[config.mk]
export PLATFORM = sky130hd
export DESIGN_NAME = text_stream_to_utf16_line_decoder_unit
export DESIGN_NICKNAME = d
export VERILOG_FILES = /design/src/rtl/t2u_pkg.sv /design/src/rtl/t2u_fifo.sv /design/src/rtl/t2u_front.sv /design/src/rtl/t2u_back.sv /design/src/rtl/text_stream_to_utf16_line_decoder_unit.sv
export SDC_FILE = /design/constraint.sdc
export NUM_CORES = 1
export LEC_CHECK = 0
export BUFFER_PORTS_ARGS = -buffer_cell sky130_fd_sc_hd__buf_2
export CELL_PAD_IN_SITES_DETAIL_PLACEMENT = 0
export CELL_PAD_IN_SITES_GLOBAL_PLACEMENT = 1
export CORE_ASPECT_RATIO = 1.5
export CORE_MARGIN = 2
export CORE_UTILIZATION = 30
export CTS_CLUSTER_SIZE = 8
export DETAILED_ROUTE_END_ITERATION = 10
export GPL_TIMING_DRIVEN = 0
export PLACE_DENSITY = 0.53
export SYNTH_ARGS = -nofsm -noshare
export SYNTH_HDL_FRONTEND = slang
export SYNTH_HIERARCHICAL = 1
export SYNTH_SLANG_ARGS = --single-unit
[constraint.sdc]
create_clock -name clk_i -period 10.95 [get_ports clk_i]
set_clock_uncertainty 0.1 [all_clocks]
set_input_delay 2.19 -clock clk_i [delete_from_list [all_inputs] [get_ports clk_i]]
set_output_delay 2.19 -clock clk_i [all_outputs]
set_load 0.05 [all_outputs]
[src/rtl/t2u_pkg.sv]
// ----------------------------------------------------------------------------
// t2u_pkg: shared types and constants of the text stream line decoder
// Holds encodings, result kinds, internal command format and the code point
// constants used by the front (mark sniffing) and the back (decoding).
// ----------------------------------------------------------------------------
package t2u_pkg;

  // Queue depths
  localparam int unsigned CMD_DEPTH = 4;
  localparam int unsigned RES_DEPTH = 4;

  // Text encodings, as held in the default encoding register
  typedef enum logic [1:0] {
    ENC_RAW  = 2'd0,
    ENC_UTF8 = 2'd1,
    ENC_LE16 = 2'd2,
    ENC_BE16 = 2'd3
  } enc_e;

  // Result kinds
  typedef enum logic [1:0] {
    KIND_UNIT    = 2'd0,
    KIND_EOL     = 2'd1,
    KIND_EOS     = 2'd2,
    KIND_DISCARD = 2'd3
  } kind_e;

  // Input opcodes
  typedef enum logic {
    OPC_DATA = 1'b0,
    OPC_EOS  = 1'b1
  } opc_e;

  // Mark sniffing phases
  typedef enum logic [1:0] {
    SNIFF_FIRST  = 2'd0,
    SNIFF_SECOND = 2'd1,
    SNIFF_THIRD  = 2'd2,
    SNIFF_DONE   = 2'd3
  } sniff_e;

  // Commands from front to back
  typedef enum logic [1:0] {
    CMD_BYTE = 2'd0,
    CMD_MARK = 2'd1,
    CMD_EOS  = 2'd2
  } cmd_op_e;

  typedef struct packed {
    cmd_op_e    op;
    logic       plain;  // start the stream without a mark before this byte
    enc_e       enc;    // encoding selected by a mark
    logic [7:0] data;
    logic       eoi;    // last command of the input transaction
  } cmd_t;

  typedef struct packed {
    logic [15:0] unit;
    kind_e       kind;
    logic        rep;
    logic        last;
  } res_t;

  // Byte order mark bytes
  localparam logic [7:0] BOM_FF = 8'hFF;
  localparam logic [7:0] BOM_FE = 8'hFE;
  localparam logic [7:0] BOM_EF = 8'hEF;
  localparam logic [7:0] BOM_BB = 8'hBB;
  localparam logic [7:0] BOM_BF = 8'hBF;

  // Code point constants
  localparam logic [20:0] CP_CR        = 21'd13;
  localparam logic [20:0] CP_LF        = 21'd10;
  localparam logic [20:0] CP_SUPP_BASE = 21'h10000;
  localparam logic [20:0] CP_MAX       = 21'h10FFFF;
  localparam logic [15:0] SURR_HIGH    = 16'hD800;
  localparam logic [15:0] SURR_LOW     = 16'hDC00;
  localparam logic [15:0] CHAR_QMARK   = 16'h003F;

  function automatic cmd_t mk_cmd(cmd_op_e op, logic plain, enc_e enc,
                                  logic [7:0] data, logic eoi);
    cmd_t c;
    c.op    = op;
    c.plain = plain;
    c.enc   = enc;
    c.data  = data;
    c.eoi   = eoi;
    return c;
  endfunction

endpackage

[src/rtl/t2u_fifo.sv]
// ----------------------------------------------------------------------------
// t2u_fifo: small synchronous queue
// Register based first-in first-out queue with full and empty flags.
// ----------------------------------------------------------------------------
module t2u_fifo #(
  parameter int unsigned Depth = 4,
  parameter int unsigned Width = 8
) (
  input  logic             clk_i,
  input  logic             rst_ni,
  input  logic             push_i,
  input  logic [Width-1:0] wdata_i,
  output logic             full_o,
  input  logic             pop_i,
  output logic [Width-1:0] rdata_o,
  output logic             empty_o
);

  localparam int unsigned PtrW = (Depth > 1) ? $clog2(Depth) : 1;
  localparam int unsigned CntW = $clog2(Depth + 1);

  logic [Width-1:0] mem_q [Depth];
  logic [PtrW-1:0]  wr_ptr_q, wr_ptr_d;
  logic [PtrW-1:0]  rd_ptr_q, rd_ptr_d;
  logic [CntW-1:0]  cnt_q, cnt_d;
  logic             do_push, do_pop;

  assign do_push = push_i && !full_o;
  assign do_pop  = pop_i && !empty_o;
  assign full_o  = (cnt_q == CntW'(Depth));
  assign empty_o = (cnt_q == '0);
  assign rdata_o = mem_q[rd_ptr_q];

  // Store pushed entries
  always_ff @(posedge clk_i) begin
    if (do_push) begin
      mem_q[wr_ptr_q] <= wdata_i;
    end
  end

  // Advance pointers and fill count
  always_comb begin
    wr_ptr_d = wr_ptr_q;
    rd_ptr_d = rd_ptr_q;
    cnt_d    = cnt_q;
    if (do_push) begin
      wr_ptr_d = (wr_ptr_q == PtrW'(Depth - 1)) ? '0 : wr_ptr_q + 1'b1;
    end
    if (do_pop) begin
      rd_ptr_d = (rd_ptr_q == PtrW'(Depth - 1)) ? '0 : rd_ptr_q + 1'b1;
    end
    if (do_push && !do_pop) begin
      cnt_d = cnt_q + 1'b1;
    end else if (!do_push && do_pop) begin
      cnt_d = cnt_q - 1'b1;
    end
  end

  always_ff @(posedge clk_i or negedge rst_ni) begin
    if (!rst_ni) begin
      wr_ptr_q <= '0;
      rd_ptr_q <= '0;
      cnt_q    <= '0;
    end else begin
      wr_ptr_q <= wr_ptr_d;
      rd_ptr_q <= rd_ptr_d;
      cnt_q    <= cnt_d;
    end
  end

endmodule

[src/rtl/t2u_front.sv]
// ----------------------------------------------------------------------------
// t2u_front: byte order mark sniffer
// Accepts input bytes, tracks the mark check at stream start and turns each
// input transaction into up to three decoder commands, replaying held bytes.
// ----------------------------------------------------------------------------
module t2u_front (
  input  logic                clk_i,
  input  logic                rst_ni,
  input  logic                push_i,
  output logic                full_o,
  input  logic                opcode_i,
  input  logic [7:0]          in_byte_i,
  output logic                cmd_push_o,
  output t2u_pkg::cmd_t       cmd_o,
  input  logic                cmd_full_i
);

  import t2u_pkg::*;

  sniff_e     phase_q, phase_d;
  logic [7:0] s0_q, s0_d;
  logic [7:0] s1_q, s1_d;
  cmd_t       pend_q [3];
  cmd_t       pend_d [3];
  logic [1:0] pend_cnt_q, pend_cnt_d;

  logic       accept;
  logic       is_eos;
  cmd_t       l0, l1, l2;
  logic [1:0] lcnt;

  // Take a new transaction once the previous command list drains this cycle
  assign full_o     = !((pend_cnt_q == 2'd0) || ((pend_cnt_q == 2'd1) && !cmd_full_i));
  assign accept     = push_i && !full_o;
  assign is_eos     = (opcode_i == OPC_EOS);
  assign cmd_push_o = (pend_cnt_q != 2'd0) && !cmd_full_i;
  assign cmd_o      = pend_q[0];

  // Sniff phase and command list of the accepted transaction
  always_comb begin
    phase_d = phase_q;
    s0_d    = s0_q;
    s1_d    = s1_q;
    l0      = mk_cmd(CMD_EOS, 1'b0, ENC_RAW, 8'h00, 1'b0);
    l1      = l0;
    l2      = l0;
    lcnt    = 2'd0;
    if (accept) begin
      if (is_eos) begin
        // Replay held bytes, then close the stream
        phase_d = SNIFF_FIRST;
        case (phase_q)
          SNIFF_SECOND: begin
            l0   = mk_cmd(CMD_BYTE, 1'b1, ENC_RAW, s0_q, 1'b0);
            l1   = mk_cmd(CMD_EOS, 1'b0, ENC_RAW, 8'h00, 1'b1);
            lcnt = 2'd2;
          end
          SNIFF_THIRD: begin
            l0   = mk_cmd(CMD_BYTE, 1'b1, ENC_RAW, s0_q, 1'b0);
            l1   = mk_cmd(CMD_BYTE, 1'b0, ENC_RAW, s1_q, 1'b0);
            l2   = mk_cmd(CMD_EOS, 1'b0, ENC_RAW, 8'h00, 1'b1);
            lcnt = 2'd3;
          end
          default: begin
            l0   = mk_cmd(CMD_EOS, 1'b0, ENC_RAW, 8'h00, 1'b1);
            lcnt = 2'd1;
          end
        endcase
      end else begin
        case (phase_q)
          SNIFF_FIRST: begin
            s0_d    = in_byte_i;
            phase_d = SNIFF_SECOND;
          end
          SNIFF_SECOND: begin
            if (s0_q == BOM_FF && in_byte_i == BOM_FE) begin
              l0      = mk_cmd(CMD_MARK, 1'b0, ENC_LE16, 8'h00, 1'b1);
              lcnt    = 2'd1;
              phase_d = SNIFF_DONE;
            end else if (s0_q == BOM_FE && in_byte_i == BOM_FF) begin
              l0      = mk_cmd(CMD_MARK, 1'b0, ENC_BE16, 8'h00, 1'b1);
              lcnt    = 2'd1;
              phase_d = SNIFF_DONE;
            end else if (s0_q == BOM_EF && in_byte_i == BOM_BB) begin
              s1_d    = in_byte_i;
              phase_d = SNIFF_THIRD;
            end else begin
              l0      = mk_cmd(CMD_BYTE, 1'b1, ENC_RAW, s0_q, 1'b0);
              l1      = mk_cmd(CMD_BYTE, 1'b0, ENC_RAW, in_byte_i, 1'b1);
              lcnt    = 2'd2;
              phase_d = SNIFF_DONE;
            end
          end
          SNIFF_THIRD: begin
            phase_d = SNIFF_DONE;
            if (in_byte_i == BOM_BF) begin
              l0   = mk_cmd(CMD_MARK, 1'b0, ENC_UTF8, 8'h00, 1'b1);
              lcnt = 2'd1;
            end else begin
              l0   = mk_cmd(CMD_BYTE, 1'b1, ENC_RAW, s0_q, 1'b0);
              l1   = mk_cmd(CMD_BYTE, 1'b0, ENC_RAW, s1_q, 1'b0);
              l2   = mk_cmd(CMD_BYTE, 1'b0, ENC_RAW, in_byte_i, 1'b1);
              lcnt = 2'd3;
            end
          end
          default: begin
            l0   = mk_cmd(CMD_BYTE, 1'b0, ENC_RAW, in_byte_i, 1'b1);
            lcnt = 2'd1;
          end
        endcase
      end
    end
  end

  // Load a new command list or shift out the head command
  always_comb begin
    pend_d     = pend_q;
    pend_cnt_d = pend_cnt_q;
    if (accept) begin
      pend_d[0]  = l0;
      pend_d[1]  = l1;
      pend_d[2]  = l2;
      pend_cnt_d = lcnt;
    end else if (cmd_push_o) begin
      pend_d[0]  = pend_q[1];
      pend_d[1]  = pend_q[2];
      pend_cnt_d = pend_cnt_q - 2'd1;
    end
  end

  always_ff @(posedge clk_i) begin
    s0_q   <= s0_d;
    s1_q   <= s1_d;
    pend_q <= pend_d;
  end

  always_ff @(posedge clk_i or negedge rst_ni) begin
    if (!rst_ni) begin
      phase_q    <= SNIFF_FIRST;
      pend_cnt_q <= 2'd0;
    end else begin
      phase_q    <= phase_d;
      pend_cnt_q <= pend_cnt_d;
    end
  end

`ifndef SYNTHESIS
  // An end of stream restarts the mark check
  a_eos_restarts: assert property (@(posedge clk_i) disable iff (!rst_ni)
    accept && is_eos |=> phase_q == SNIFF_FIRST)
    else $error("front: end of stream did not restart sniffing");

  // The third sniffed byte always ends the mark check
  a_third_ends: assert property (@(posedge clk_i) disable iff (!rst_ni)
    accept && !is_eos && phase_q == SNIFF_THIRD |=> phase_q == SNIFF_DONE)
    else $error("front: sniffing did not end after the third byte");

  // Hold the input while more than one command waits
  a_hold_input: assert property (@(posedge clk_i) disable iff (!rst_ni)
    pend_cnt_q > 2'd1 |-> full_o)
    else $error("front: input open with several commands pending");
`endif

endmodule

[src/rtl/t2u_back.sv]
// ----------------------------------------------------------------------------
// t2u_back: text decoder
// Executes front commands: decodes raw, UTF-8 and 16-bit bytes into UTF-16
// results, splits surrogate pairs into a high and a low result and marks
// each transaction's final result through a one-entry holding register.
// ----------------------------------------------------------------------------
module t2u_back (
  input  logic                clk_i,
  input  logic                rst_ni,
  input  t2u_pkg::enc_e       default_enc_i,
  input  t2u_pkg::cmd_t       cmd_i,
  input  logic                cmd_empty_i,
  output logic                cmd_pop_o,
  output logic                res_push_o,
  output t2u_pkg::res_t       res_o,
  input  logic                res_full_i
);

  import t2u_pkg::*;

  // Decoder state
  enc_e        mode_q, mode_d;
  logic        mark_q, mark_d;
  logic [20:0] acc_q, acc_d;
  logic [1:0]  cont_q, cont_d;
  logic [7:0]  plow_q, plow_d;
  logic        half_q, half_d;
  logic        skip_q, skip_d;
  logic        sur_q, sur_d;
  logic [9:0]  slow_q, slow_d;

  // Holding register for the newest result
  logic        h_vld_q, h_vld_d;
  logic        h_fin_q, h_fin_d;
  logic [15:0] h_unit_q, h_unit_d;
  kind_e       h_kind_q, h_kind_d;
  logic        h_rep_q, h_rep_d;

  logic        step;
  logic        e_step;
  logic        r_vld;
  logic [15:0] r_unit;
  kind_e       r_kind;
  logic        r_rep;
  logic        cp_vld;
  logic [20:0] cp;
  logic [20:0] acc_nx;
  logic [20:0] v;
  enc_e        eff_mode;
  logic        eff_mark;
  logic [7:0]  b;

  assign step = !res_full_i && !cmd_empty_i;
  assign b    = cmd_i.data;

  // Execute one command, or the low half of a surrogate pair
  always_comb begin
    mode_d    = mode_q;
    mark_d    = mark_q;
    acc_d     = acc_q;
    cont_d    = cont_q;
    plow_d    = plow_q;
    half_d    = half_q;
    skip_d    = skip_q;
    sur_d     = sur_q;
    slow_d    = slow_q;
    r_vld     = 1'b0;
    r_unit    = 16'h0000;
    r_kind    = KIND_UNIT;
    r_rep     = 1'b0;
    e_step    = 1'b0;
    cmd_pop_o = 1'b0;
    cp_vld    = 1'b0;
    cp        = '0;
    acc_nx    = '0;
    v         = '0;
    eff_mode  = mode_q;
    eff_mark  = mark_q;
    if (step) begin
      cmd_pop_o = 1'b1;
      e_step    = cmd_i.eoi;
      if (sur_q) begin
        r_vld  = 1'b1;
        r_unit = SURR_LOW | {6'b0, slow_q};
        sur_d  = 1'b0;
      end else begin
        case (cmd_i.op)
          CMD_MARK: begin
            mode_d = cmd_i.enc;
            mark_d = 1'b1;
          end
          CMD_EOS: begin
            mode_d = default_enc_i;
            mark_d = 1'b0;
            acc_d  = '0;
            cont_d = 2'd0;
            half_d = 1'b0;
            r_vld  = 1'b1;
            r_kind = KIND_EOS;
          end
          CMD_BYTE: begin
            if (cmd_i.plain) begin
              eff_mode = default_enc_i;
              eff_mark = 1'b0;
            end
            mode_d = eff_mode;
            mark_d = eff_mark;
            if (!skip_q) begin
              case (eff_mode)
                ENC_RAW: begin
                  cp_vld = 1'b1;
                  cp     = {13'b0, b};
                end
                ENC_LE16, ENC_BE16: begin
                  if (!half_q) begin
                    plow_d = b;
                    half_d = 1'b1;
                  end else begin
                    half_d = 1'b0;
                    cp_vld = 1'b1;
                    cp     = (eff_mode == ENC_LE16) ? {5'b0, b, plow_q} : {5'b0, plow_q, b};
                  end
                end
                ENC_UTF8: begin
                  if (cont_q != 2'd0) begin
                    // Continuation: append six payload bits
                    acc_nx = {acc_q[14:0], b[5:0]};
                    acc_d  = acc_nx;
                    cont_d = cont_q - 2'd1;
                    if (cont_q == 2'd1) begin
                      cp_vld = 1'b1;
                      cp     = acc_nx;
                    end
                  end else if (!b[7]) begin
                    cp_vld = 1'b1;
                    cp     = {13'b0, b};
                  end else if (b[7:5] == 3'b110) begin
                    acc_d  = {16'b0, b[4:0]};
                    cont_d = 2'd1;
                  end else if (b[7:4] == 4'b1110) begin
                    acc_d  = {17'b0, b[3:0]};
                    cont_d = 2'd2;
                  end else if (b[7:3] == 5'b11110) begin
                    acc_d  = {18'b0, b[2:0]};
                    cont_d = 2'd3;
                  end else if (eff_mark) begin
                    r_vld  = 1'b1;
                    r_unit = CHAR_QMARK;
                    r_rep  = 1'b1;
                  end else begin
                    // Bad lead without a mark: fall back to raw, drop the line
                    r_vld  = 1'b1;
                    r_kind = KIND_DISCARD;
                    mode_d = ENC_RAW;
                    acc_d  = '0;
                    cont_d = 2'd0;
                    skip_d = 1'b1;
                  end
                end
                default: ;
              endcase
            end
          end
          default: ;
        endcase

        // Map a finished code point onto results
        if (cp_vld) begin
          if (cp == CP_CR) begin
            r_vld = 1'b0;
          end else if (cp == CP_LF) begin
            r_vld  = 1'b1;
            r_kind = KIND_EOL;
          end else if (cp < CP_SUPP_BASE) begin
            r_vld  = 1'b1;
            r_unit = cp[15:0];
          end else if (cp <= CP_MAX) begin
            // High surrogate now, hold the command for the low half
            v         = cp - CP_SUPP_BASE;
            r_vld     = 1'b1;
            r_unit    = SURR_HIGH | {6'b0, v[19:10]};
            sur_d     = 1'b1;
            slow_d    = v[9:0];
            cmd_pop_o = 1'b0;
            e_step    = 1'b0;
          end else begin
            r_vld  = 1'b1;
            r_unit = CHAR_QMARK;
            r_rep  = 1'b1;
          end
        end
      end
      if (cmd_pop_o && cmd_i.eoi) begin
        skip_d = 1'b0;
      end
    end
  end

  // Release the held result once its successor or the transaction end is known
  assign res_push_o = !res_full_i && h_vld_q && (r_vld || e_step || h_fin_q);
  assign res_o      = '{unit: h_unit_q, kind: h_kind_q, rep: h_rep_q,
                        last: h_fin_q || (e_step && !r_vld)};

  always_comb begin
    h_vld_d  = h_vld_q;
    h_fin_d  = h_fin_q;
    h_unit_d = h_unit_q;
    h_kind_d = h_kind_q;
    h_rep_d  = h_rep_q;
    if (r_vld) begin
      h_vld_d  = 1'b1;
      h_fin_d  = e_step;
      h_unit_d = r_unit;
      h_kind_d = r_kind;
      h_rep_d  = r_rep;
    end else if (res_push_o) begin
      h_vld_d = 1'b0;
      h_fin_d = 1'b0;
    end
  end

  always_ff @(posedge clk_i) begin
    plow_q   <= plow_d;
    slow_q   <= slow_d;
    h_unit_q <= h_unit_d;
    h_kind_q <= h_kind_d;
    h_rep_q  <= h_rep_d;
  end

  always_ff @(posedge clk_i or negedge rst_ni) begin
    if (!rst_ni) begin
      mode_q  <= ENC_RAW;
      mark_q  <= 1'b0;
      acc_q   <= '0;
      cont_q  <= 2'd0;
      half_q  <= 1'b0;
      skip_q  <= 1'b0;
      sur_q   <= 1'b0;
      h_vld_q <= 1'b0;
      h_fin_q <= 1'b0;
    end else begin
      mode_q  <= mode_d;
      mark_q  <= mark_d;
      acc_q   <= acc_d;
      cont_q  <= cont_d;
      half_q  <= half_d;
      skip_q  <= skip_d;
      sur_q   <= sur_d;
      h_vld_q <= h_vld_d;
      h_fin_q <= h_fin_d;
    end
  end

`ifndef SYNTHESIS
  // Surrogate pairs only come out of UTF-8 decoding
  a_sur_utf8: assert property (@(posedge clk_i) disable iff (!rst_ni)
    sur_q |-> mode_q == ENC_UTF8)
    else $error("back: surrogate pending outside UTF-8 mode");

  // Line dropping only follows a fallback to raw bytes
  a_skip_raw: assert property (@(posedge clk_i) disable iff (!rst_ni)
    skip_q |-> mode_q == ENC_RAW && !mark_q)
    else $error("back: dropping bytes while not in raw mode");

  // A final flag never stands without a held result
  a_fin_held: assert property (@(posedge clk_i) disable iff (!rst_ni)
    h_fin_q |-> h_vld_q)
    else $error("back: final flag set on an empty holding register");
`endif

endmodule

[src/rtl/text_stream_to_utf16_line_decoder_unit.sv]
// Text stream to UTF-16 line decoder. Bytes enter through a push/full queue
// port and UTF-16 code units, end-of-line, end-of-stream and discard-line
// results leave through an empty/pop queue port, with last set on the final
// result of each input transaction. One byte is taken per cycle while full is
// low; the byte that ends a failed byte order mark check, and an end of stream
// during that check, expand into up to three decoder commands and stall the
// input while they drain. The decoder retires one command per cycle and emits
// one result per cycle while commands wait and results have room; a surrogate
// pair (code point above 0xFFFF) holds its command for the low half. A command
// queue of CmdDepth entries and a result queue of ResDepth entries let each
// side stall on its own; the default encoding register (0 raw, 1 UTF-8, 2 LE16,
// 3 BE16) is always ready and applies when a stream starts without a mark.
// ----------------------------------------------------------------------------
// text_stream_to_utf16_line_decoder_unit: top level
// Joins the mark sniffer, command queue, decoder and result queue.
// ----------------------------------------------------------------------------
module text_stream_to_utf16_line_decoder_unit #(
  parameter int unsigned CmdDepth = t2u_pkg::CMD_DEPTH,
  parameter int unsigned ResDepth = t2u_pkg::RES_DEPTH
) (
  input  logic        clk_i,
  input  logic        rst_ni,
  input  logic        push_i,
  output logic        full_o,
  input  logic        opcode_i,
  input  logic [7:0]  in_byte_i,
  output logic        empty_o,
  input  logic        pop_i,
  output logic [15:0] code_unit_o,
  output logic [1:0]  kind_o,
  output logic        replaced_o,
  output logic        last_o,
  input  logic        cfg_valid_i,
  output logic        cfg_ready_o,
  input  logic [1:0]  cfg_data_i
);

  import t2u_pkg::*;

  localparam int unsigned CmdW = $bits(cmd_t);
  localparam int unsigned ResW = $bits(res_t);

  enc_e            default_enc_q;
  logic            cmd_push, cmd_full, cmd_empty, cmd_pop;
  cmd_t            front_cmd, back_cmd;
  logic [CmdW-1:0] cmd_rdata;
  logic            res_push, res_full;
  res_t            back_res, out_res;
  logic [ResW-1:0] res_rdata;

  // Default encoding register
  assign cfg_ready_o = 1'b1;

  always_ff @(posedge clk_i or negedge rst_ni) begin
    if (!rst_ni) begin
      default_enc_q <= ENC_RAW;
    end else if (cfg_valid_i && cfg_ready_o) begin
      default_enc_q <= enc_e'(cfg_data_i);
    end
  end

  t2u_front u_front (
    .clk_i      (clk_i),
    .rst_ni     (rst_ni),
    .push_i     (push_i),
    .full_o     (full_o),
    .opcode_i   (opcode_i),
    .in_byte_i  (in_byte_i),
    .cmd_push_o (cmd_push),
    .cmd_o      (front_cmd),
    .cmd_full_i (cmd_full)
  );

  t2u_fifo #(
    .Depth (CmdDepth),
    .Width (CmdW)
  ) u_cmd_fifo (
    .clk_i   (clk_i),
    .rst_ni  (rst_ni),
    .push_i  (cmd_push),
    .wdata_i (front_cmd),
    .full_o  (cmd_full),
    .pop_i   (cmd_pop),
    .rdata_o (cmd_rdata),
    .empty_o (cmd_empty)
  );

  assign back_cmd = cmd_t'(cmd_rdata);

  t2u_back u_back (
    .clk_i         (clk_i),
    .rst_ni        (rst_ni),
    .default_enc_i (default_enc_q),
    .cmd_i         (back_cmd),
    .cmd_empty_i   (cmd_empty),
    .cmd_pop_o     (cmd_pop),
    .res_push_o    (res_push),
    .res_o         (back_res),
    .res_full_i    (res_full)
  );

  t2u_fifo #(
    .Depth (ResDepth),
    .Width (ResW)
  ) u_res_fifo (
    .clk_i   (clk_i),
    .rst_ni  (rst_ni),
    .push_i  (res_push),
    .wdata_i (back_res),
    .full_o  (res_full),
    .pop_i   (pop_i),
    .rdata_o (res_rdata),
    .empty_o (empty_o)
  );

  // Drive result fields
  assign out_res     = res_t'(res_rdata);
  assign code_unit_o = out_res.unit;
  assign kind_o      = out_res.kind;
  assign replaced_o  = out_res.rep;
  assign last_o      = out_res.last;

endmodule
==> reports/qor.yml, run 1 <==
power_and_ir_drop:
  p_sw_share_pct: 39.4
  power.leakage_nw: 5.16
  combPwrFrac_pct: 41.9
  p_int_w: 0.00301
  clkPwrFrac_pct: 22.2
  power.total_w: 0.00496
  p_sw_w: 0.00196
  p_seq_share_pct: 35.9
  p_per_area_nw_per_um2: 339
  ir_worst_vdd_mv: 0.120
sta:
  max_freq_ghz: 0.154
  setup_ws_ns: 4.45
  finalHoldViolations: 0
  min_period_over_period_pct: 59.3
  min_period_ns: 6.50
  maxSlewHeadroom_pct: 8.94
  setup_violations: 0
  worst_slew_pin_slew_ns: 1.36
  slew_viol_final: 0
  fin_setup_tns_ns: 0
  rsz0062_at_grt: "no"
routing:
  drt_iter0_markers: 400
  wl_per_cell_um: 19.8
  routed_wl_um: 31400
  drc: 0
  vias_per_cell: 4.85
  dr.pass1.iters: 4
  antenna_left: 0
  vias: 7689
clock_network:
  cts_resized: 0
  ctsHoldBuffers: 0
  clk_pin_slew_ns: 0.05
  post_cts_buffers: 0
  cts_buffer_depth: 3
  cts_tree: "yes"
  cts_buffers: 39
  clock_latency_ns: 0.53
  cts_root_buf: "clkbuf_16"
  htree_levels: 2
  cts_sinks: 268
synth:
  syn_area_um2: 12600
  synth_top_cell_by_area: "edfxtp_1"
  synth_top_area_share_pct: 53.2
  ys_ff_latch: 268
  synthTopCellsByArea: "edfxtp_1 (53%), dfrtp_1 (8.9%), mux4_2 (6.1%)"
  ys_warn_count: 6
  synth-seq-area-share_pct: 62.1
  syn_avg_cell_area_um2: 13.8
  synth_nets: 954
  postSynthCellCount: 915
  ys_dominant_reg_cell: "edfxtp_1"
  async_flop_share_pct: 16.8
  synth-edff-count: 223
  synth_cell_types: 90
grt:
  grt_usage_pct: 14.9
  grt_pass1_vias: 8259
  grt_max_degree: 46
  antenna_found_initial: 0
  gr-total-overflow: 0
  grt_pass1_wl_um: 48900
floorplan:
  io_pins: 39
  row_count: 91
  initial_utilization_pct: 30.5
  design.die.area_um2: 43700
  core_um2: 41200
  die_w_um: 171
  die_h_um: 255
placement:
  place_ws_ns: 4.39
  gp_congestion: 0.823
  dp_hpwl_um: 23200
  io_buffers: 37
outcome:
  status: "completed"
worst_setup_path:
  critPathSlowestCell: "a211oi_1"
  crit_fanout: 10
  crit_arrival_ns: 6.79
  slowest_delay_ns: 0.81
  critPathKind: "flip-flop to flip-flop"
  cp-start-kind: "flip-flop"
  worst_setup_path_end_kind: "flip-flop"
  required_ns: 11.25
  path_cells: "buf_6 -> buf_6 -> mux4_2 -> buf_6 -> mux2i_2 -> o21ai_1 -> a211oi_1 -> or4bb_2 -> o31ai_2 -> o211ai_2 -> o311ai_2 -> a21oi_1 -> nor2b_4 -> ha_1 -> inv_1 -> fa_1 -> mux2_1"
  critPathMostFrequentCell: "buf_6"
  r2r_cells: 17
min_path:
  holdCritPathClass: "flip-flop to flip-flop"
  whs_path_depth: 2
final_layout:
  area_delta_synth_final_pct: 16.4
  antennaDiodeCount: 0
  drive_gt1_share_pct: 19.4
  fin_nets: 1036
flow_run:
  cap_viol_max_count: 0
[per-stage QoR]
step	utilization, %	hold slack [ns]	std cells	cell area [µm²]
detailed placement	32.8	0.362	1514	13500
floorplan	-	0.339	915	12600
finish	35.6	0.370	1585	14700
global route	35.6	0.406	1585	14700
CTS	35.6	0.373	1585	14700
global placement	32.7	0.359	1510	13500
[power by group through the flow]
stage                     Sequential (W)  Combinational, W  Clock [W]
after global routing             0.00182           0.00228    0.00118
after detailed placement         0.00181           0.00212          0
after floorplan                  0.00174           0.00153          0
final                            0.00178           0.00208    0.00110
after global placement           0.00180           0.00210          0
after CTS                        0.00179           0.00212    0.00114
[cells by family after synthesis]
kind of cell,Yosys count,share of synthesized area [%]
AOI/OAI and AO/OA,176,10.4
xor gates and xnor gates,10,0.696
adders and majority gates,23,2.41
buffers and inverters,78,3.49
DFF,268,62.1
muxes,61,8.62
other,1,0.0298
and+or+nand+nor,298,12.3
[flip-flops by register name (all words and copies together) (netlist names), 3 cells and up]
name and cells:
u_back/h_unit_q 16, u_front/cmd_o 14, u_back/slow_q 10, u_cmd_fifo/mem_q 56
u_res_fifo/cnt_q 3, u_front/pend_q 20, u_front/s1_q 8, u_cmd_fifo/cnt_q 3
u_res_fifo/mem_q 80, u_back/plow_q 8, u_back/acc_q 15, u_front/s0_q 8
[synth_stat cells, types with 21 or more instances]
cell	count
a21oi_1	21
and2_1	33
clkbuf_1	23
dfrtp_1	45
edfxtp_1	223
ha_1	21
mux4_2	34
nand2_1	87
nand3_1	23
nor2_1	62
nor3_1	21
o21ai_0	37
[placed cells by master (no fill, tap or decap), types with 5 or more instances in the layout]
| cell type | n |
|---|---|
| a211oi_1 | 14 |
| a21o_1 | 5 |
| a21oi_1 | 21 |
| a221o_1 | 8 |
| a221oi_1 | 6 |
| a311oi_1 | 8 |
| a31oi_1 | 8 |
| and2_1 | 33 |
| and3_1 | 6 |
| buf_2 | 41 |
| buf_4 | 22 |
| buf_6 | 6 |
| clkbuf_1 | 50 |
| clkbuf_16 | 39 |
| dfrtp_1 | 45 |
| edfxtp_1 | 223 |
| ha_1 | 21 |
| inv_1 | 20 |
| mux2_2 | 7 |
| mux2i_1 | 11 |
| mux4_2 | 34 |
| nand2_1 | 87 |
| nand2b_1 | 9 |
| nand3_1 | 23 |
| nand4_1 | 8 |
| nor2_1 | 60 |
| nor3_1 | 21 |
| nor4_1 | 5 |
| o211ai_1 | 6 |
| o21a_1 | 5 |
| o21ai_0 | 37 |
| o22ai_1 | 9 |
| o2bb2ai_1 | 9 |
| o31ai_1 | 5 |
| or3_1 | 5 |
| xor2_1 | 6 |
[layout make-up]
| cell class | instances | area [µm²] |
|---|---|---|
| clock buffer | 67 | 1090 |
| clock inverter | 4 | 30.0 |
| fill | 4116 | 26600 |
| multi-input combinational | 569 | 4350 |
| sequential | 268 | 7820 |
| buffer | 57 | 360 |
| timing repair buffer | 41 | 225 |
| tap | 558 | 698 |
| inverter | 21 | 78.8 |
[critical path, delay by kind of cell, from the launching register on]
family / cells / cell delay [ns]
fa+ha+maj: 2 / 0.63
buf+inv: 4 / 0.62
compound gates: 6 / 2.33
mux: 3 / 1.39
simple gates: 2 / 0.91
flops: 1 / 0.37
[routing by layer]
metal	routed length [µm]	part of all wire, %	vias up	global-route usage (%)
li1	-	-	3701	-
met1	10800	34	3760	14.1
met2	18100	58	145	29.8
met3	909	2.9	83	2.44
met4	1620	5.2	0	7.97
met5	0	0	-	0
[final timing paths]
check                                            start                      to  slack (ns)
max in group asynchronous                       rst_ni  u_res_fifo/wr_ptr_q[1]        8.63
worst max register to register  u_cmd_fifo/rd_ptr_q[0]     u_res_fifo/cnt_q[1]        4.45
worst min-delay path                   u_back/acc_q[9]         u_back/acc_q[9]        0.37
worst max-delay path            u_cmd_fifo/rd_ptr_q[0]     u_res_fifo/cnt_q[1]        4.45
worst min register to register         u_back/acc_q[9]         u_back/acc_q[9]        0.37
min in group asynchronous                       rst_ni        u_back/cont_q[0]        1.62
(Power assumes the default switching activity.)
==> inputs of run 2 (changes only) <==
- clock period: 10.95 -> 6.5 ns (I/O delays scaled with it)
==> run 2 against run 1 <==
  * Clock power grew 69%
  * Power grew 69%
  * Critical path depth grew 1
  * Core utilization grew 0.073 points
  * Die area is the same
  * Cell count is the same
  * First-iteration DRC count shrank 5.8%
  * Hold slack gained 0.0018 ns
  * Sequential share of layout area shrank 0.11 points
  * Critical path type unchanged
  * Largest cell class unchanged
==> reports/qor.yml, run 2 (same netlist as run 1, synthesis figures left out) <==
outcome:
  status: "completed"  # unchanged
worst_setup_path:
  critPathMostFrequentCell: "buf_6"  # unchanged
  critPathSlowestCell: "nor3b_1"  # was a211oi_1
  critPathKind: "flip-flop to flip-flop"  # unchanged
  required_ns: 6.80  # was 11.25 ns
  cp_num_buf_inv: 4  # unchanged
  crit_fanout: 10  # unchanged
  crit_arrival_ns: 6.42  # was 6.79 ns
  crit_family: "compound AO/OA/AOI/OAI gates"  # unchanged
  worst_setup_path_end_kind: "flip-flop"  # unchanged
  path_cells: "buf_6 -> buf_6 -> mux4_2 -> buf_6 -> mux2i_4 -> a21oi_4 -> o22ai_1 -> nor3b_1 -> or4bb_2 -> o31ai_2 -> o211ai_2 -> o311ai_4 -> a21oi_1 -> nor2b_4 -> ha_1 -> inv_1 -> fa_1 -> mux2_1"  # was buf_6 -> buf_6 -> mux4_2 -> buf_6 -> mux2i_2 -> o21ai_1 -> a211oi_1 -> or4bb_2 -> o31ai_2 -> o211ai_2 -> o311ai_2 -> a21oi_1 -> nor2b_4 -> ha_1 -> inv_1 -> fa_1 -> mux2_1
  slowest_delay_ns: 0.69  # was 0.81 ns
  cp-start-kind: "flip-flop"  # unchanged
grt:
  grt_usage_pct: 14.9  # about the same
  gr-total-overflow: 0  # unchanged
  grt_pass1_wl_um: 49000  # was 48900 µm
  grt_pass1_vias: 8263  # was 8259
  antenna_found_initial: 0  # unchanged
  grt_max_degree: 46  # unchanged
clock_network:
  clock_latency_ns: 0.53  # about the same
  clk_pin_slew_ns: 0.05  # about the same
  cts_tree: "yes"  # unchanged
  cts_sinks: 268  # unchanged
  cts_buffers: 39  # unchanged
  cts_root_buf: "clkbuf_16"  # unchanged
  cts_buffer_depth: 3  # unchanged
  ctsHoldBuffers: 0  # unchanged
  htree_levels: 2  # unchanged
  cts_resized: 1  # was 0
  post_cts_buffers: 0  # unchanged
final_layout:
  largest_reg_flops: 80  # unchanged
  multiInputGateArea_um2: 4380  # was 4350 µm²
  postLayoutCoreUtil_pct: 35.6  # about the same
  antennaDiodeCount: 0  # unchanged
  final_cell_mix: "edfxtp_1 (223), nand2_1 (87), nor2_1 (60), clkbuf_1 (50), dfrtp_1 (45)"  # unchanged
  stdcell_area_um2: 14700  # about the same
  reg_top3: "u_res_fifo/mem_q x80, u_cmd_fifo/mem_q x56, u_front/pend_q x20"  # unchanged
  layout.cells.most_common: "edfxtp_1"  # unchanged
  fin_nets: 1036  # unchanged
  top_register: "u_res_fifo/mem_q"  # unchanged
  n_fill_cell: 4120  # was 4116
  regArea_um2: 7820  # unchanged
  area_delta_synth_final_pct: 16.7  # was 16.4%
  drive_gt1_share_pct: 20.0  # was 19.4%
sta:
  maxSlewHeadroom_pct: 10.2  # was 8.94%
  fin_hold_ws_ns: 0.371  # was 0.370 ns
  fin_setup_tns_ns: 0  # unchanged
  worst_slew_pin_slew_ns: 1.34  # was 1.36 ns
  rsz0062_at_grt: "no"  # unchanged
  min_period_ns: 6.12  # was 6.50 ns
  setup_violations: 0  # unchanged
  finalHoldViolations: 0  # unchanged
  slew_viol_final: 0  # unchanged
  max_freq_ghz: 0.163  # was 0.154 GHz
  min_period_over_period_pct: 94.1  # was 59.3%
floorplan:
  row_count: 91  # unchanged
  die_h_um: 255  # unchanged
  io_pins: 39  # unchanged
  die_w_um: 171  # unchanged
  core_um2: 41200  # unchanged
  initial_utilization_pct: 30.5  # unchanged
  design.die.area_um2: 43700  # unchanged
power_and_ir_drop:
  power.total_w: 0.00838  # was 0.00496 W
  clkPwrFrac_pct: 22.2  # about the same
  p_seq_share_pct: 35.8  # was 35.9%
  combPwrFrac_pct: 42.0  # was 41.9%
  p_sw_share_pct: 39.4  # about the same
  p_sw_w: 0.00330  # was 0.00196 W
  p_int_w: 0.00508  # was 0.00301 W
  p_per_area_nw_per_um2: 571  # was 339 nW/µm²
  power.leakage_nw: 5.17  # was 5.16 nW
  ir_worst_vdd_mv: 0.202  # was 0.120 mV
placement:
  io_buffers: 37  # unchanged
  place_area_um2: 13500  # unchanged
  dp_hpwl_um: 23200  # unchanged
  gp_congestion: 0.823  # unchanged
routing:
  drt_iter0_markers: 377  # was 400
  vias: 7695  # was 7689
  antenna_left: 0  # unchanged
  routed_wl_um: 31400  # about the same
  vias_per_cell: 4.85  # about the same
  dr.pass1.iters: 4  # unchanged
  drc: 0  # unchanged
  wl_per_cell_um: 19.8  # about the same
min_path:
  holdCritPathClass: "flip-flop to flip-flop"  # unchanged
flow_run:
  cap_viol_max_count: 0  # unchanged
==> run 2: final cells by class <==
type | instances | share of cell area (%)
clock buffers | 67 | 7.43
repair buffers | 41 | 1.53
plain buffers | 57 | 2.45
clock inverters | 4 | 0.204
multi-input cells | 569 | 29.8
well taps | 558 | 4.75
inverters | 21 | 0.537
flip-flops and latches | 268 | 53.3
==> run 2: worst paths after layout <==
| kind | startpoint | endpoint | slack (ns) | depth (start not counted) |
|---|---|---|---|---|
| setup / recovery | u_cmd_fifo/rd_ptr_q[0] | u_res_fifo/cnt_q[1] | 0.38 | 18 |
| hold / removal | u_back/acc_q[9] | u_back/acc_q[9] | 0.37 | 2 |
| setup reg to reg | u_cmd_fifo/rd_ptr_q[0] | u_res_fifo/cnt_q[1] | 0.38 | 18 |
| hold reg to reg | u_back/acc_q[9] | u_back/acc_q[9] | 0.37 | 2 |
| max in group asynchronous | rst_ni | u_res_fifo/wr_ptr_q[1] | 5.07 | 1 |
| min in group asynchronous | rst_ni | u_back/cont_q[0] | 0.72 | 1 |
==> run 2: stage by stage <==
step	setup WS [ns]	cells
after floorplan	1.38	915
after global placement	-0.476	1510
after detailed placement	-0.0630	1514
after CTS	0.0157	1585
after global routing	0.0600	1585
final	0.381	1585
==> run 2: per-layer routing <==
layer | GRT usage, % | up-vias | wire (µm)
li1 | - | 3706 | -
met1 | 14.2 | 3756 | 10900
met2 | 29.8 | 153 | 18000
met3 | 2.41 | 80 | 912
met4 | 7.97 | 0 | 1630
met5 | 0 | - | 0
==> run 2: power groups by stage <==
stage / Sequential (W) / Clock (W) / Combinational (W)
6_report: 0.00300 / 0.00186 / 0.00352
3_3_place_gp: 0.00303 / 0 / 0.00353
2_1_floorplan: 0.00294 / 0 / 0.00258
3_5_place_dp: 0.00305 / 0 / 0.00356
4_1_cts: 0.00302 / 0.00192 / 0.00357
5_1_grt: 0.00307 / 0.00198 / 0.00386
==> run 2: tightest hold or removal path: cells and delay by family, from the launching register on <==
kind | cells | cell delay [ns]
and+or+nand+nor | 2 | 0.10
DFF | 1 | 0.34
==> inputs of run 3 (changes only) <==
- CTS_CLUSTER_SIZE: 8 -> not set
- RECOVER_POWER: not set -> 25
==> run 3 against run 2 <==
  * Sequential share of layout area is 0.73 points higher
  * Setup slack hardly changed
  * First-iteration DRC count is 15% higher
  * Maximum frequency hardly changed
  * Non-clock buffer count stayed put
==> reports/qor.yml, run 3 (same netlist as run 1, synthesis figures left out) <==
outcome:
  status: "completed"  # unchanged
worst_setup_path:
  path_cells: "buf_6 -> buf_6 -> mux4_2 -> buf_6 -> mux2i_4 -> buf_2 -> o211ai_1 -> o2bb2ai_1 -> o2111ai_1 -> or4b_1 -> o31ai_2 -> o211ai_2 -> o311ai_4 -> a21oi_1 -> nor2b_4 -> ha_1 -> inv_1 -> fa_1 -> mux2_1"  # was buf_6 -> buf_6 -> mux4_2 -> buf_6 -> mux2i_4 -> a21oi_4 -> o22ai_1 -> nor3b_1 -> or4bb_2 -> o31ai_2 -> o211ai_2 -> o311ai_4 -> a21oi_1 -> nor2b_4 -> ha_1 -> inv_1 -> fa_1 -> mux2_1
  cp-start-kind: "flip-flop"  # unchanged
  critPathSlowestCell: "mux4_2"  # was nor3b_1
  critPathKind: "flip-flop to flip-flop"  # unchanged
  crit_arrival_ns: 6.46  # was 6.42 ns
  crit_family: "compound AO/OA/AOI/OAI gates"  # unchanged
  worst_setup_path_end_kind: "flip-flop"  # unchanged
  cp_num_buf_inv: 5  # was 4
  critPathMostFrequentCell: "buf_6"  # unchanged
  crit_fanout: 10  # unchanged
  slowest_delay_ns: 0.57  # was 0.69 ns
  required_ns: 6.85  # was 6.80 ns
clock_network:
  cts_root_buf: "clkbuf_16"  # unchanged
  htree_levels: 1  # was 2
  cts_buffers: 29  # was 39
  cts_buffer_depth: 3  # unchanged
  post_cts_buffers: 0  # unchanged
  clk_pin_slew_ns: 0.06  # was 0.05 ns
  cts_sinks: 268  # unchanged
  clock_latency_ns: 0.57  # was 0.53 ns
  ctsHoldBuffers: 0  # unchanged
  cts_tree: "yes"  # unchanged
routing:
  routed_wl_um: 31400  # about the same
  antenna_left: 0  # unchanged
  drc: 0  # unchanged
  dr.pass1.iters: 4  # unchanged
  vias_per_cell: 4.91  # was 4.85
  wl_per_cell_um: 20.0  # was 19.8 µm
  drt_iter0_markers: 433  # was 377
  vias: 7699  # was 7695
sta:
  min_period_over_period_pct: 94.1  # about the same
  rsz0062_at_grt: "no"  # unchanged
  setup_violations: 0  # unchanged
  max_freq_ghz: 0.163  # about the same
  setup_ws_ns: 0.381  # about the same
  fin_setup_tns_ns: 0  # unchanged
  min_period_ns: 6.12  # about the same
  maxSlewHeadroom_pct: 9.07  # was 10.2%
  finalHoldViolations: 0  # unchanged
  slew_viol_final: 0  # unchanged
  worst_slew_pin_slew_ns: 1.35  # was 1.34 ns
final_layout:
  antennaDiodeCount: 0  # unchanged
  layout.cells.most_common: "edfxtp_1"  # unchanged
  area_delta_synth_final_pct: 15.1  # was 16.7%
  reg_top3: "u_res_fifo/mem_q x80, u_cmd_fifo/mem_q x56, u_front/pend_q x20"  # unchanged
  top_register: "u_res_fifo/mem_q"  # unchanged
  layout.cells.non_filler: 1568  # was 1585
  largest_reg_flops: 80  # unchanged
  final_cell_mix: "edfxtp_1 (223), nand2_1 (87), nor2_1 (60), clkbuf_1 (46), dfrtp_1 (45)"  # was edfxtp_1 (223), nand2_1 (87), nor2_1 (60), clkbuf_1 (50), dfrtp_1 (45)
  stdcell_area_um2: 14500  # was 14700 µm²
  drive_gt1_share_pct: 19.1  # was 20.0%
  fin_nets: 1026  # was 1036
  n_fill_cell: 4158  # was 4120
grt:
  antenna_found_initial: 0  # unchanged
  grt_max_degree: 46  # unchanged
  grt_pass1_wl_um: 48500  # was 49000 µm
  grt_pass1_vias: 8122  # was 8263
  grt_usage_pct: 14.7  # was 14.9%
  gr-total-overflow: 0  # unchanged
placement:
  gp_congestion: 0.823  # unchanged
  placedCellCount: 1514  # unchanged
  io_buffers: 37  # unchanged
  dp_hpwl_um: 23200  # unchanged
  place_area_um2: 13500  # unchanged
  place_ws_ns: -0.0630  # unchanged
floorplan:
  core_um2: 41200  # unchanged
  die_h_um: 255  # unchanged
  initial_utilization_pct: 30.5  # unchanged
  row_count: 91  # unchanged
  die_w_um: 171  # unchanged
  design.die.area_um2: 43700  # unchanged
  io_pins: 39  # unchanged
power_and_ir_drop:
  p_per_area_nw_per_um2: 564  # was 571 nW/µm²
  power.leakage_nw: 5.05  # was 5.17 nW
  ir_worst_vdd_mv: 0.244  # was 0.202 mV
flow_run:
  cap_viol_max_count: 0  # unchanged
min_path:
  holdCritPathClass: "flip-flop to flip-flop"  # unchanged
-- run 3: changes by cell type in the layout (fill, tap and decap cells not counted) --
| cell | change |
|---|---|
| inv_8 | +1 |
| clkinvlp_4 | +3 |
| clkbuf_1 | -4 |
| clkinv_2 | +6 |
| clkbuf_16 | -10 |
| clkbuf_8 | +3 |
| clkinv_1 | -1 |
| buf_2 | -4 |
| clkinv_4 | +3 |
| buf_4 | -15 |
| inv_6 | -2 |
| bufinv_16 | +3 |
-- run 3: routing by layer --
layer | share of wire (%) | GRT usage, %
met1 | 35 | 14.1
met2 | 57 | 29.6
met5 | 0 | 0
met4 | 5.3 | 8.18
met3 | 2.8 | 1.67
-- run 3: power breakdown --
| group | switching, W | internal (W) | total (W) | leakage [nW] |
|---|---|---|---|---|
| sequential | 0.000273 | 0.00272 | 0.00300 | 2.66 |
| clock | 0.000700 | 0.000991 | 0.00169 | 0.480 |
| combinational | 0.00231 | 0.00118 | 0.00349 | 1.91 |
-- run 3: path summary, 6_finish.rpt --
| check | end | depth (start not counted) | from | slack (ns) |
|---|---|---|---|---|
| setup / recovery | u_res_fifo/cnt_q[1] | 19 | u_cmd_fifo/rd_ptr_q[0] | 0.38 |
| hold / removal | u_back/acc_q[9] | 2 | u_back/acc_q[9] | 0.37 |
| setup reg to reg | u_res_fifo/cnt_q[1] | 19 | u_cmd_fifo/rd_ptr_q[0] | 0.38 |
| hold reg to reg | u_back/acc_q[9] | 2 | u_back/acc_q[9] | 0.37 |
| max in group asynchronous | u_res_fifo/wr_ptr_q[0] | 1 | rst_ni | 5.12 |
| min in group asynchronous | u_back/mode_q[1] | 1 | rst_ni | 0.68 |
-- run 3: worst reg2reg max path, cell delays in order, from the launching register on --
cell and delay (ns):
dfrtp_1 0.37, buf_6 0.17, buf_6 0.20, mux4_2 0.58
buf_6 0.18, mux2i_4 0.42, buf_2 0.35, o211ai_1 0.12
o2bb2ai_1 0.41, o2111ai_1 0.20, or4b_1 0.53, o31ai_2 0.27
o211ai_2 0.25, o311ai_4 0.52, a21oi_1 0.16, nor2b_4 0.19
ha_1 0.24, inv_1 0.07, fa_1 0.39, mux2_1 0.28
-- run 3: what timing repair did --
item / CTS / global route
resized for setup: 1 / 6
pin swaps: 0 / 0
endpoints found under the setup margin: 1 / 62
gates cloned: 0 / 0
-- run 3: final cells by class --
class                      instances  area (µm²)  share of cell area (%)
timing repair buffer              41         220                    1.52
clock buffer                      37         796                    5.49
multi-input combinational        569        4380                    30.2
tap                              558         698                    4.82
sequential                       268        7820                    54.0
clock inverter                    17         189                    1.30
inverter                          21        78.8                   0.544
buffer                            57         304                    2.10
-- run 3: metrics by stage --
stage	total power [W]	utilization [%]	hold WS, ns
after floorplan	0.00551	-	0.339
after global placement	0.00656	32.7	0.359
after detailed placement	0.00661	32.8	0.362
after CTS	0.00834	35.2	0.376
after global routing	0.00869	35.2	0.409
final	0.00817	35.2	0.373
